`src/rtl/svf_pkg.sv`:
```
// shared types, constants and saturation helpers for the state-variable filter
package svf_pkg;

	// sizes of the datapath
	localparam int SAMPLE_WIDTH    = 24;
	localparam int COEF_FRAC_BITS  = 22;
	localparam int STATE_WIDTH     = 32;
	localparam int STATE_FRAC_BITS = SAMPLE_WIDTH - 1;
	localparam int COEF_WIDTH      = 24;
	localparam int DRIVE_WIDTH     = 19;
	localparam int MODE_WIDTH      = 3;
	localparam int MUL_W           = STATE_WIDTH + 1;
	localparam int PROD_W          = 2 * MUL_W;
	localparam int SUM_W           = STATE_WIDTH + 2;
	localparam int ACC_W           = STATE_WIDTH + 1;

	// configuration port
	localparam int REG_IDX_W = 2;
	localparam logic [REG_IDX_W-1:0] REG_FILTER_MODE = 2'd0;
	localparam logic [REG_IDX_W-1:0] REG_FREQ_COEF   = 2'd1;
	localparam logic [REG_IDX_W-1:0] REG_DAMP_COEF   = 2'd2;
	localparam logic [REG_IDX_W-1:0] REG_DRIVE_COEF  = 2'd3;

	localparam logic [MODE_WIDTH-1:0]  FILTER_MODE_RST = 3'd1;
	localparam logic [COEF_WIDTH-1:0]  FREQ_COEF_RST   = 24'd143556;
	localparam logic [COEF_WIDTH-1:0]  DAMP_COEF_RST   = 24'd8388608;
	localparam logic [DRIVE_WIDTH-1:0] DRIVE_COEF_RST  = 19'd0;

	// response select codes
	localparam logic [MODE_WIDTH-1:0] MODE_NOTCH = 3'd0;
	localparam logic [MODE_WIDTH-1:0] MODE_LOW   = 3'd1;
	localparam logic [MODE_WIDTH-1:0] MODE_HIGH  = 3'd2;
	localparam logic [MODE_WIDTH-1:0] MODE_BAND  = 3'd3;
	localparam logic [MODE_WIDTH-1:0] MODE_PEAK  = 3'd4;

	// sequencer states
	typedef enum logic [1:0] {
		FSM_IDLE,
		FSM_RUN,
		FSM_OUT
	} fsm_t;

	// micro steps of one half step
	typedef enum logic [3:0] {
		ST_MUL_SQ,
		ST_MUL_DAMP,
		ST_NOTCH,
		ST_CUBE,
		ST_LOW,
		ST_HIGH,
		ST_MUL_HIGH,
		ST_BAND,
		ST_SEL
	} step_t;

	// sequencer to datapath controls
	typedef struct packed {
		logic  accept;
		logic  run;
		logic  half;
		step_t step;
		logic  out_phase;
		logic  load_out;
	} seq_t;

	// sign extend a state value to sum width
	function automatic logic signed [SUM_W-1:0] ext_sum(input logic signed [STATE_WIDTH-1:0] v);
		ext_sum = {{(SUM_W-STATE_WIDTH){v[STATE_WIDTH-1]}}, v};
	endfunction

	// clamp a sum to the state range
	function automatic logic signed [STATE_WIDTH-1:0] sat_state(input logic signed [SUM_W-1:0] v);
		logic [SUM_W-STATE_WIDTH:0] hi;
		hi = v[SUM_W-1:STATE_WIDTH-1];
		if ((&hi) || !(|hi))
			sat_state = v[STATE_WIDTH-1:0];
		else if (v[SUM_W-1])
			sat_state = {1'b1, {(STATE_WIDTH-1){1'b0}}};
		else
			sat_state = {1'b0, {(STATE_WIDTH-1){1'b1}}};
	endfunction

	// clamp a halved accumulator to the sample range
	function automatic logic signed [SAMPLE_WIDTH-1:0] sat_sample(input logic signed [ACC_W-1:0] v);
		logic [ACC_W-SAMPLE_WIDTH:0] hi;
		hi = v[ACC_W-1:SAMPLE_WIDTH-1];
		if ((&hi) || !(|hi))
			sat_sample = v[SAMPLE_WIDTH-1:0];
		else if (v[ACC_W-1])
			sat_sample = {1'b1, {(SAMPLE_WIDTH-1){1'b0}}};
		else
			sat_sample = {1'b0, {(SAMPLE_WIDTH-1){1'b1}}};
	endfunction

endpackage

```
`src/rtl/svf_in_if.sv`:
```
// input sample channel
interface svf_in_if;
	logic                                    valid;
	logic                                    ready;
	logic signed [svf_pkg::SAMPLE_WIDTH-1:0] sample_in;
	logic                                    in_present;

	modport source(output valid, sample_in, in_present, input ready);
	modport sink(input valid, sample_in, in_present, output ready);
endinterface

```
`src/rtl/svf_out_if.sv`:
```
// filtered sample channel
interface svf_out_if;
	logic                                    valid;
	logic                                    ready;
	logic signed [svf_pkg::SAMPLE_WIDTH-1:0] sample_out;

	modport source(output valid, sample_out, input ready);
	modport sink(input valid, sample_out, output ready);
endinterface

```
`src/rtl/double_sampled_svf_filter.sv`:
```
// top level of the double-sampled state-variable filter
// Usage:
//   din carries one signed Q0.23 sample per transaction, with in_present
//   forcing the sample to zero when low. dout carries the filtered sample.
//   The config port (cfg_we, cfg_addr, cfg_wdata) writes filter_mode,
//   freq_coef, damp_coef and drive_coef; write only while the filter is idle.
// Sequencing:
//   one shared multiplier does all twelve products of a sample, nine
//   micro steps per half step and two half steps per sample. After the
//   second half step the sequencer loads the output register and returns
//   to idle, where the next transaction is taken; a new sample is taken
//   only once the last one is through (din.ready is high only in the idle state).
// Reset:
//   arst_n clears the low and band integrators, loads the register defaults
//   (low-pass, 2.0 damping, no drive) and empties the output register.
// Stalls:
//   the result sits in the output register until dout.ready; a finished
//   sample waits in the sequencer while the previous result is still held.
module double_sampled_svf_filter (
	input  logic                                clk,
	input  logic                                arst_n,
	input  logic                                cfg_we,
	input  logic [svf_pkg::REG_IDX_W-1:0]       cfg_addr,
	input  logic [svf_pkg::COEF_WIDTH-1:0]      cfg_wdata,
	svf_in_if.sink                              din,
	svf_out_if.source                           dout
);
	localparam int SW  = svf_pkg::STATE_WIDTH;
	localparam int MW  = svf_pkg::MUL_W;
	localparam int AW  = svf_pkg::ACC_W;

	// configuration registers
	logic [svf_pkg::MODE_WIDTH-1:0]  mode_q;
	logic [svf_pkg::COEF_WIDTH-1:0]  freq_q;
	logic [svf_pkg::COEF_WIDTH-1:0]  damp_q;
	logic [svf_pkg::DRIVE_WIDTH-1:0] drive_q;

	// datapath registers
	logic signed [SW-1:0] x_q, low_q, band_q, sq_q, cube_q, notch_q, high_q, drv_q;
	logic signed [AW-1:0] acc_q;
	logic signed [svf_pkg::SAMPLE_WIDTH-1:0] odata_q;
	logic                 ovalid_q;

	svf_pkg::seq_t        seq;
	logic                 out_free;
	logic signed [MW-1:0] mul_a, mul_b;
	logic                 mul_sh;
	logic signed [SW-1:0] frac;
	logic signed [SW-1:0] peak, sel_v, band_new;

	assign out_free = !ovalid_q || dout.ready;

	svf_ctrl u_ctrl (
		.clk      (clk),
		.arst_n   (arst_n),
		.in_valid (din.valid),
		.out_free (out_free),
		.in_ready (din.ready),
		.seq      (seq)
	);

	// operand select for the shared multiplier
	always_comb begin
		mul_a  = '0;
		mul_b  = '0;
		mul_sh = 1'b0;
		unique case (seq.step)
			svf_pkg::ST_MUL_SQ: begin
				mul_a  = {band_q[SW-1], band_q};
				mul_b  = {band_q[SW-1], band_q};
				mul_sh = 1'b1;
			end
			svf_pkg::ST_MUL_DAMP: begin
				mul_a = $signed({{(MW-svf_pkg::COEF_WIDTH){1'b0}}, damp_q});
				mul_b = {band_q[SW-1], band_q};
			end
			svf_pkg::ST_NOTCH: begin
				mul_a  = {sq_q[SW-1], sq_q};
				mul_b  = {band_q[SW-1], band_q};
				mul_sh = 1'b1;
			end
			svf_pkg::ST_CUBE: begin
				mul_a = $signed({{(MW-svf_pkg::COEF_WIDTH){1'b0}}, freq_q});
				mul_b = {band_q[SW-1], band_q};
			end
			svf_pkg::ST_LOW: begin
				mul_a = $signed({{(MW-svf_pkg::DRIVE_WIDTH){1'b0}}, drive_q});
				mul_b = {cube_q[SW-1], cube_q};
			end
			svf_pkg::ST_MUL_HIGH: begin
				mul_a = $signed({{(MW-svf_pkg::COEF_WIDTH){1'b0}}, freq_q});
				mul_b = {high_q[SW-1], high_q};
			end
			default: begin
				mul_a  = '0;
				mul_b  = '0;
				mul_sh = 1'b0;
			end
		endcase
	end

	svf_mul u_mul (
		.clk      (clk),
		.a        (mul_a),
		.b        (mul_b),
		.sh_state (mul_sh),
		.frac     (frac)
	);

	// band update and response select
	always_comb begin
		band_new = svf_pkg::sat_state(svf_pkg::ext_sum(frac) + svf_pkg::ext_sum(band_q)
			- svf_pkg::ext_sum(drv_q));
		peak = svf_pkg::sat_state(svf_pkg::ext_sum(low_q) - svf_pkg::ext_sum(high_q));
		unique case (mode_q)
			svf_pkg::MODE_NOTCH: sel_v = notch_q;
			svf_pkg::MODE_LOW:   sel_v = low_q;
			svf_pkg::MODE_HIGH:  sel_v = high_q;
			svf_pkg::MODE_BAND:  sel_v = band_q;
			svf_pkg::MODE_PEAK:  sel_v = peak;
			default:             sel_v = '0;
		endcase
	end

	// configuration writes
	always_ff @(posedge clk or negedge arst_n) begin
		if (!arst_n) begin
			mode_q  <= svf_pkg::FILTER_MODE_RST;
			freq_q  <= svf_pkg::FREQ_COEF_RST;
			damp_q  <= svf_pkg::DAMP_COEF_RST;
			drive_q <= svf_pkg::DRIVE_COEF_RST;
		end else if (cfg_we) begin
			unique case (cfg_addr)
				svf_pkg::REG_FILTER_MODE: mode_q  <= cfg_wdata[svf_pkg::MODE_WIDTH-1:0];
				svf_pkg::REG_FREQ_COEF:   freq_q  <= cfg_wdata;
				svf_pkg::REG_DAMP_COEF:   damp_q  <= cfg_wdata;
				svf_pkg::REG_DRIVE_COEF:  drive_q <= cfg_wdata[svf_pkg::DRIVE_WIDTH-1:0];
				default: ;
			endcase
		end
	end

	// integrators
	always_ff @(posedge clk or negedge arst_n) begin
		if (!arst_n) begin
			low_q  <= '0;
			band_q <= '0;
		end else if (seq.run) begin
			if (seq.step == svf_pkg::ST_LOW)
				low_q <= svf_pkg::sat_state(svf_pkg::ext_sum(low_q) + svf_pkg::ext_sum(frac));
			if (seq.step == svf_pkg::ST_BAND)
				band_q <= band_new;
		end
	end

	// working registers of a half step
	always_ff @(posedge clk) begin
		if (seq.accept) begin
			if (din.in_present)
				x_q <= {{(SW-svf_pkg::SAMPLE_WIDTH){din.sample_in[svf_pkg::SAMPLE_WIDTH-1]}},
					din.sample_in};
			else
				x_q <= '0;
		end
		if (seq.run) begin
			unique case (seq.step)
				svf_pkg::ST_MUL_DAMP: sq_q <= frac;
				svf_pkg::ST_NOTCH:
					notch_q <= svf_pkg::sat_state(svf_pkg::ext_sum(x_q) - svf_pkg::ext_sum(frac));
				svf_pkg::ST_CUBE: cube_q <= frac;
				svf_pkg::ST_HIGH: begin
					drv_q  <= frac;
					high_q <= svf_pkg::sat_state(svf_pkg::ext_sum(notch_q)
						- svf_pkg::ext_sum(low_q));
				end
				svf_pkg::ST_SEL: begin
					if (seq.half)
						acc_q <= acc_q + {sel_v[SW-1], sel_v};
					else
						acc_q <= {sel_v[SW-1], sel_v};
				end
				default: ;
			endcase
		end
		if (seq.load_out)
			odata_q <= svf_pkg::sat_sample(acc_q >>> 1);
	end

	// output register valid
	always_ff @(posedge clk or negedge arst_n) begin
		if (!arst_n)
			ovalid_q <= 1'b0;
		else if (seq.load_out)
			ovalid_q <= 1'b1;
		else if (dout.ready)
			ovalid_q <= 1'b0;
	end

	assign dout.valid      = ovalid_q;
	assign dout.sample_out = odata_q;

	// checks
	a_busy_after_accept: assert property (@(posedge clk) disable iff (!arst_n)
		(din.valid && din.ready) |=> !din.ready)
		else $error("input taken while a sample is in work");

	a_result_latency: assert property (@(posedge clk) disable iff (!arst_n)
		(din.valid && din.ready) |-> ##19 seq.out_phase)
		else $error("sample sequencing length is off");

	a_load_only_when_free: assert property (@(posedge clk) disable iff (!arst_n)
		seq.load_out |-> (!dout.valid || dout.ready))
		else $error("output register overwritten before transaction");

	a_no_run_in_out_phase: assert property (@(posedge clk) disable iff (!arst_n)
		seq.out_phase |-> !seq.run && !din.ready)
		else $error("sequencer phases overlap");
endmodule

```
`src/rtl/svf_mul.sv`:
```
// shared fixed-point multiplier: registered product, floor shift and saturation
module svf_mul (
	input  logic                                   clk,
	input  logic signed [svf_pkg::MUL_W-1:0]       a,
	input  logic signed [svf_pkg::MUL_W-1:0]       b,
	input  logic                                   sh_state,
	output logic signed [svf_pkg::STATE_WIDTH-1:0] frac
);
	logic signed [svf_pkg::PROD_W-1:0] prod_q;
	logic                              sh_state_q;
	logic signed [svf_pkg::PROD_W-1:0] shifted;
	logic [svf_pkg::PROD_W-svf_pkg::STATE_WIDTH:0] hi;

	// product register
	always_ff @(posedge clk) begin
		prod_q     <= a * b;
		sh_state_q <= sh_state;
	end

	// arithmetic shift rounds toward minus infinity, then clamp
	always_comb begin
		if (sh_state_q)
			shifted = prod_q >>> svf_pkg::STATE_FRAC_BITS;
		else
			shifted = prod_q >>> svf_pkg::COEF_FRAC_BITS;
		hi = shifted[svf_pkg::PROD_W-1:svf_pkg::STATE_WIDTH-1];
		if ((&hi) || !(|hi))
			frac = shifted[svf_pkg::STATE_WIDTH-1:0];
		else if (shifted[svf_pkg::PROD_W-1])
			frac = {1'b1, {(svf_pkg::STATE_WIDTH-1){1'b0}}};
		else
			frac = {1'b0, {(svf_pkg::STATE_WIDTH-1){1'b1}}};
	end
endmodule

```
`src/rtl/svf_ctrl.sv`:
```
// sequencer: walks two half steps of micro steps per sample
module svf_ctrl (
	input  logic                 clk,
	input  logic                 arst_n,
	input  logic                 in_valid,
	input  logic                 out_free,
	output logic                 in_ready,
	output svf_pkg::seq_t        seq
);
	svf_pkg::fsm_t  state_q, state_d;
	svf_pkg::step_t step_q, step_d;
	logic           half_q, half_d;
	logic           last_step;

	assign last_step = (step_q == svf_pkg::ST_SEL);

	// next state
	always_comb begin
		state_d = state_q;
		step_d  = step_q;
		half_d  = half_q;
		unique case (state_q)
			svf_pkg::FSM_IDLE: begin
				step_d = svf_pkg::ST_MUL_SQ;
				half_d = 1'b0;
				if (in_valid)
					state_d = svf_pkg::FSM_RUN;
			end
			svf_pkg::FSM_RUN: begin
				if (last_step) begin
					step_d = svf_pkg::ST_MUL_SQ;
					half_d = 1'b1;
					if (half_q)
						state_d = svf_pkg::FSM_OUT;
				end else begin
					step_d = svf_pkg::step_t'(step_q + 4'd1);
				end
			end
			svf_pkg::FSM_OUT: begin
				if (out_free)
					state_d = svf_pkg::FSM_IDLE;
			end
			default: state_d = svf_pkg::FSM_IDLE;
		endcase
	end

	// outputs
	always_comb begin
		in_ready      = (state_q == svf_pkg::FSM_IDLE);
		seq.accept    = in_ready && in_valid;
		seq.run       = (state_q == svf_pkg::FSM_RUN);
		seq.half      = half_q;
		seq.step      = step_q;
		seq.out_phase = (state_q == svf_pkg::FSM_OUT);
		seq.load_out  = seq.out_phase && out_free;
	end

	// state registers
	always_ff @(posedge clk or negedge arst_n) begin
		if (!arst_n) begin
			state_q <= svf_pkg::FSM_IDLE;
			step_q  <= svf_pkg::ST_MUL_SQ;
			half_q  <= 1'b0;
		end else begin
			state_q <= state_d;
			step_q  <= step_d;
			half_q  <= half_d;
		end
	end
endmodule

```
`src/flat_wrapper.sv`:
```
// flat-port wrapper written by rule: the top's interface ports become plain ports
module double_sampled_svf_filter_flat 
  (clk, arst_n, cfg_we, cfg_addr, cfg_wdata, din_valid, din_sample_in, din_in_present, din_ready, dout_valid, dout_sample_out, dout_ready);
  svf_in_if din_i ();
  svf_out_if dout_i ();
  input  logic clk;
  input  logic arst_n;
  input  logic cfg_we;
  input  logic [svf_pkg::REG_IDX_W-1:0] cfg_addr;
  input  logic [svf_pkg::COEF_WIDTH-1:0] cfg_wdata;
  input wire logic [$bits(din_i.valid)-1:0] din_valid;
  input wire logic [$bits(din_i.sample_in)-1:0] din_sample_in;
  input wire logic [$bits(din_i.in_present)-1:0] din_in_present;
  output wire logic [$bits(din_i.ready)-1:0] din_ready;
  output wire logic [$bits(dout_i.valid)-1:0] dout_valid;
  output wire logic [$bits(dout_i.sample_out)-1:0] dout_sample_out;
  input wire logic [$bits(dout_i.ready)-1:0] dout_ready;
  assign din_i.valid = din_valid;
  assign din_i.sample_in = din_sample_in;
  assign din_i.in_present = din_in_present;
  assign din_ready = din_i.ready;
  assign dout_valid = dout_i.valid;
  assign dout_sample_out = dout_i.sample_out;
  assign dout_i.ready = dout_ready;
  double_sampled_svf_filter u_core (.clk(clk), .arst_n(arst_n), .cfg_we(cfg_we), .cfg_addr(cfg_addr), .cfg_wdata(cfg_wdata), .din(din_i), .dout(dout_i));
endmodule
```
`config.mk`:
```
export PLATFORM = sky130hd
export DESIGN_NAME = double_sampled_svf_filter_flat
export DESIGN_NICKNAME = d
export VERILOG_FILES = /design/src/rtl/svf_pkg.sv /design/src/rtl/svf_in_if.sv /design/src/rtl/svf_out_if.sv /design/src/rtl/double_sampled_svf_filter.sv /design/src/rtl/svf_mul.sv /design/src/rtl/svf_ctrl.sv /design/src/flat_wrapper.sv
export SDC_FILE = /design/constraint.sdc
export NUM_CORES = 2
export LEC_CHECK = 0
export BUFFER_PORTS_ARGS = -buffer_cell sky130_fd_sc_hd__buf_2
export CORE_ASPECT_RATIO = 2
export CORE_MARGIN = 2
export CORE_UTILIZATION = 55
export DETAILED_ROUTE_END_ITERATION = 16
export PLACE_DENSITY_LB_ADDON = 0.25
export SYNTH_ARGS = -nofsm -noshare
export SYNTH_HDL_FRONTEND = slang
export SYNTH_SLANG_ARGS = --single-unit
```
`constraint.sdc`:
```
create_clock -name clk -period 11.6 [get_ports clk]
set_clock_uncertainty 0.05 [all_clocks]
set_input_delay 1.74 -clock clk [delete_from_list [all_inputs] [get_ports clk]]
set_output_delay 1.74 -clock clk [all_outputs]
set_load 0.02 [all_outputs]
```
# Word level (Yosys, flattened, before mapping)
# Cells that the tools add are included.
# W data, S select, Z words.
dict set report op_classes {
  n_addsub 8
  mul 1
  eq_ne 21
  muxes 31
  n_reduce_logical 54
}
# cell count
set op_table {}
lappend op_table {{$mux W32} 12}
lappend op_table {{$pmux W33 S5} 1}
lappend op_table {{$pmux W32 S5} 1}
lappend op_table {{$pmux W33 S3} 1}
lappend op_table {{$add A32 B32 Y33} 2}
lappend op_table {{$mul A33 B33 Y66} 1}
lappend op_table {{$sub A32 B32 Y33} 2}
lappend op_table {{$mux W24} 2}
lappend op_table {{$mux W43} 1}
lappend op_table {{$reduce_and A35 Y1} 1}
lappend op_table {{$reduce_or A35 Y1} 1}
lappend op_table {{$sub A33 B32 Y34} 1}
lappend op_table {{$add A33 B33 Y33} 1}
lappend op_table {{$mux W33} 1}
lappend op_table {{$sub A24 B32 Y33} 1}
lappend op_table {{$reduce_and A2 Y1} 12}
lappend op_table {{$eq A4 B3 Y1 const B} 4}
lappend op_table {{$reduce_and A3 Y1} 5}
lappend op_table {{$reduce_or A3 Y1} 5}
lappend op_table {{$reduce_and A9 Y1} 1}
lappend op_table {{$reduce_or A9 Y1} 1}
lappend op_table {{$eq A4 B2 Y1 const B} 2}
lappend op_table {{$logic_not A1 Y1} 8}
lappend op_table {{$logic_or A1 B1 Y1} 8}
lappend op_table {{other kinds (23)} 40}
dict set report word_totals {
  reg_bits 450
  output_inout_bits 26
  wordCells 135
}

# Longest topological paths before layout
dict set report depth {
  ltp_word 11
  mapped_depth 37
  depth_no_buf 33
}

# Modules after synthesis
# A second synthesis with hierarchy kept.
dict set report hier_totals {
  cells_unflattened 7193
  area_unflattened_um2 67857.6
}
# module instances cells_each area_each_um2 seq_area_each_um2
set modules_own_cells {}
lappend modules_own_cells {svf_mul 1 4299 39894.5 900.9}
lappend modules_own_cells {double_sampled_svf_filter 1 2853 27551.4 10625.2}
lappend modules_own_cells {svf_ctrl 1 41 411.6 175.2}

# Worst setup path after synthesis
# Ideal clock, no wire load.
dict set report synth_timing {
  kind {register to register}
  startpoint {reg u_core.u_ctrl.step_q[2]}
  endpoint {reg u_core.u_mul.prod_q[65] in the netlist's numbering}
  setup_ps 127
  arrival_ps 9460
  t_required_ps 11423
  setup_slack_ps 1963
  stages_incl_launch_ff 36
  n_path_buf 6
  synth_period_minus_slack_ps 9637
  cell_sequence {dfrtp_1 buf_2 clkbuf_1 nor2_1 and2_1 clkbuf_1 buf_1 buf_2 a22oi_1 clkbuf_1 nor2_1 fa_1 inv_1 fa_1 inv_1 fa_1 inv_1 fa_1 inv_1 fa_1 fa_1 fa_1 inv_1 fa_1 inv_1 ha_1 a21oi_1 o221ai_1 a221o_1 a31o_2 and4_1 a21o_1 o2111ai_1 a21boi_1 o2111ai_1 or3b_1}
}
dict set report synth_via {
  elab_chain_len 4
  elab_cells_between_ends 11
  classes_between {mul (1); eq/ne (5); mux (2); reduce/logical (3)}
}
# item line
set synth_rtl {}
lappend synth_rtl {{start, declared} svf_ctrl.sv:11} ;# svf_pkg::step_t step_q, step_d;
lappend synth_rtl {{start signal, assigned} svf_ctrl.sv:62} ;# step_q <= svf_pkg::ST_MUL_SQ;
lappend synth_rtl {{start signal, assigned} svf_ctrl.sv:66} ;# step_q <= step_d;
lappend synth_rtl {{$eq A4 B1 Y1 (tied with other cells)} double_sampled_svf_filter.sv:67} ;# unique case (seq.step)
lappend synth_rtl {{$reduce_or A4 Y1 (no line) or $reduce_or A2 Y1 (tied branches)} -}
lappend synth_rtl {{$pmux W33 S3 or $pmux W33 S5 (tied branches)} double_sampled_svf_filter.sv:67}
lappend synth_rtl {{$mul A33 B33 Y66 *} svf_mul.sv:16} ;# prod_q <= a * b;
lappend synth_rtl {{end signal, assigned} svf_mul.sv:16}
lappend synth_rtl {{end, declared} svf_mul.sv:9} ;# logic signed [svf_pkg::PROD_W-1:0] prod_q;
# Every way passes the cells marked *; elsewhere a longest branch is shown, timed or not.
# A chain may end at the register's enable or synchronous reset.

# Worst setup path after layout
dict set report layout_timing {
  startpoint {reg u_core.u_ctrl.step_q[2]}
  endpoint {reg u_core.u_mul.prod_q[38] in the netlist's numbering}
}
# The elaborated chain is that of the path after synthesis.

==> summary.md <==
| Metric | Value |
|---|---|
| Outcome | completed |
| Die span in x | 250 µm |
| IO Port Bufs | 81 |
| Setup TNS | 0 ns |
| Number of max-slew violations in the final report | 0 |
| Gpl congestion | 1.10 |
| Synth Area in Adders | 43.4% |
| CTS Hold Bufs | 0 |
| CTS Buffer Depth | 3 |
| Unrepaired setup endpoints after global routing | no |
| CTS clk-pin slew, worst paths | 0.07 ns |
| Syn Std Cell Area | ~66000 µm² |
| Critical Path RT | 12.08 ns |
| Clk root buf | clkbuf_16 |
| Synth Flop Type | edfxtp_1 |
| Sequential fraction of the synthesis area | between 15 and 20% |
| Post-synth EDFFs | around 240 |
| Startpoint types | flop |
| Ratio of cells with drive above 1 in the final layout | ~7.5% |
| Grt total ovfl | 0 |
| Largest family of logic cells by synthesized area | adder cells |
| Hold Crit Class | flop to flop |
| CP Class | flop to flop |
| Synth-to-Final Area Change | 6.37% |
| Rel. slew slack | about 1.5% |
| Post CTS Setup Buffer Count | 0 |
| Nets | 8840 |
| FMAX | 89.5 MHz |
| Post-Synth XOR/XNOR Area | under 10% |
| Gate Count Post-Synth | 7208 |
| CP most frequent cell | fa_1 |
| Period utilization | 96.4% |
| Largest net degree at the start of global routing | 85 |
| Starting density of the core | 55.3% |
| Die Ht | 495 µm |
| Routed Antenna Nets | 0 |
| Mean Syn Cell Area | 9.21 µm² |
| FFs w/ async S/R, synth | 33.2% |
| Fin crit period | 11.18 ns |
| Via Count | about 54000 |
| Post-synth top area share | 34.9% |
| Slowest stage delay, CP | 0.70 ns |
| Max FO, Critical Path | 23 |
| Multi-input gate area | 48700 µm² |
| Initial antenna violation count | 12 |
| Core footprint | 120000 µm² |
| I/O pins | 82 |
| PostCTS Resize Cnt | 0 |
| Site Rows | 180 |
| Wire length per cell | 27.8 µm |
| Vias in the first global route | 59014 |
| Drt initial violations | slightly below 4000 |
| Filler cells | 10552 |
| H-tree levels | 2 |
| Max cap viols | 0 |
| Synth warn | 0 |
| Die area | roughly 120000 µm² |
| Area contributors post-synth | fa_1, edfxtp_1, ha_1 |
| CTS tree | yes |
| Post-synthesis compound-gate area fraction | 11.5% |
| CP max stage cell | dfrtp_1 |
| First-pass GRT wire length | 364000 µm |
| Clock net sink count | 428 |
| Simple-Gate Fraction of Synth Area | 13.7% |
| Num CTS Buffers | 40 |
| Final Hold Fails | 0 |
| Netlist cell types | 94 |
| All-Layer GR Usage | 40.4% |
| Residual DRC | 0 |
| Worst skew pair latency | roughly 0.63 ns |
| Final WL | approximately 240000 µm |
| Post-synth top area cell | fa_1 |
| Seq cells post-synth | 428 |
| Syn_nets | 8832 |
| Via density | 6.16 |
| DR pass1 iterations | 5 |
| Final setup vio count | 0 |
| Crit end category | flop |
| Slew of the pin with the lowest slew margin | 1.48 ns |
| Post-synthesis mux area share | 1.84% |
| FF/Latch Area | 11700 µm² |
| Crit path DAT | between 10 and 15 ns |
| Post-DP HPWL | about 200000 µm |
[cell usage after synthesis (all sizes together) (42+ instances only)]
cell type     n
inv        1293
fa         1159
nand2       950
nor2        639
ha          409
clkbuf      299
a21oi       267
edfxtp      241
o21ai       195
dfrtp       134
xnor2       122
a22oi       118
a21o         91
and2         87
nand3        78
xor2         73
mux2         72
nor3         63
a22o         61
nand2b       60
maj3         51
dfxtp        45
and3         43
o21a         42
[worst paths after layout]
path,from,end,slack [ns],cells after the start
setup / recovery,u_core.u_ctrl.step_q[2],u_core.u_mul.prod_q[38],0.42,30
hold / removal,u_core.drive_q[2],u_core.drive_q[2],0.46,1
setup reg to reg,u_core.u_ctrl.step_q[2],u_core.u_mul.prod_q[38],0.42,30
hold reg to reg,u_core.drive_q[2],u_core.drive_q[2],0.46,1
max in group asynchronous,arst_n,u_core.band_q[12],8.90,2
min in group asynchronous,arst_n,u_core.dout.valid,1.12,1
[layout make-up]
| cell class | instances | share of cell area [%] |
|---|---|---|
| Multi-Input combinational cell | 5149 | 68.9 |
| Sequential cell | 428 | 16.6 |
| Inverter | 1294 | 6.88 |
| Timing Repair Buffer | 303 | 2.96 |
| Tap cell | 1547 | 2.74 |
| Clock buffer | 51 | 1.52 |
| Clock inverter | 23 | 0.372 |
| Antenna cell | 6 | 0.0213 |
[per-layer routing]
layer / vias up / global-route usage [%] / part of all wire [%]
met1: 26944 / 37.5 / 29
met3: 1314 / 8.50 / 7.9
met4: 12 / 44.5 / 14
li1: 23110 / - / -
met5: - / 0 / 0.042
met2: 2834 / 69.9 / 49
[flip-flops by register name (all words and copies together), names as in the netlist]
register,cells
u_core.drv_q,32
u_core.drive_q,19
u_core.acc_q,33
u_core.u_mul.sh_state_q,1
u_core.low_q,32
u_core.damp_q,24
u_core.x_q,24
u_core.high_q,32
u_core.u_ctrl.state_q,2
u_core.sq_q,32
u_core.cube_q,32
u_core.dout.sample_out,24
u_core.band_q,32
u_core.u_ctrl.step_q,4
u_core.notch_q,32
u_core.dout.valid,1
u_core.u_mul.prod_q,44
u_core.freq_q,24
u_core.mode_q,3
u_core.u_ctrl.half_q,1
[cell usage in the layout, fill, tap and decap left out, types with 16 or more instances in the layout]
cell type / instances
inv_1: 1293
o21a_1: 42
a21o_1: 91
and3_1: 41
or3_1: 16
edfxtp_1: 241
nand2b_1: 60
nor3_1: 61
a22oi_1: 113
or2_2: 24
mux2_2: 72
nand2_1: 950
nor2b_1: 38
o211ai_1: 41
o31ai_1: 24
a221oi_1: 37
mux2i_1: 41
buf_4: 221
xor2_1: 72
o21ai_0: 188
dfxtp_1: 44
dfrtp_1: 133
clkbuf_16: 40
a21oi_1: 264
a31oi_1: 32
buf_2: 80
o21bai_1: 30
nand3_1: 76
fa_1: 1159
a22o_1: 61
and2_1: 76
nand4_1: 35
maj3_1: 51
nor2_1: 634
ha_1: 409
xnor2_1: 120
a211oi_1: 36
[critical path: cells and delay by family, from the launching register on]
kind	cells	cell delay, ns
AO/OA/AOI/OAI	10	3.11
AND/OR/NAND/NOR	4	1.35
adder cells (fa/ha/maj)	9	4.41
flip-flops	1	0.70
buffers and inverters	6	1.23
XOR/XNOR	1	0.14
[stage by stage]
stage	setup WS (ns)	utilization [%]	hold WS [ns]	area, µm²	instances
5_1_grt	0.158	58.8	0.467	70600	8797
3_5_place_dp	0.504	57.7	0.442	69200	8720
3_3_place_gp	0.480	57.7	0.436	69200	8720
2_1_floorplan	1.96	-	0.421	66400	7208
6_report	0.421	58.8	0.458	70600	8801
4_1_cts	0.419	58.8	0.460	70600	8794
[logic make-up (layout without fill, tap and decap cells)]
logic type	count (synthesis)	count (layout)
AOI/OAI and AO/OA	1119	1119
and+or+nand+nor	2103	2103
adders and majority gates	1619	1619
DFF	428	428
muxes	113	113
xor gates and xnor gates	195	195
other	0	6
buffers and inverters	1631	1671
Power is not shown: default switching activity piles up to over one toggle a cycle in this logic, so the estimate is an artifact.
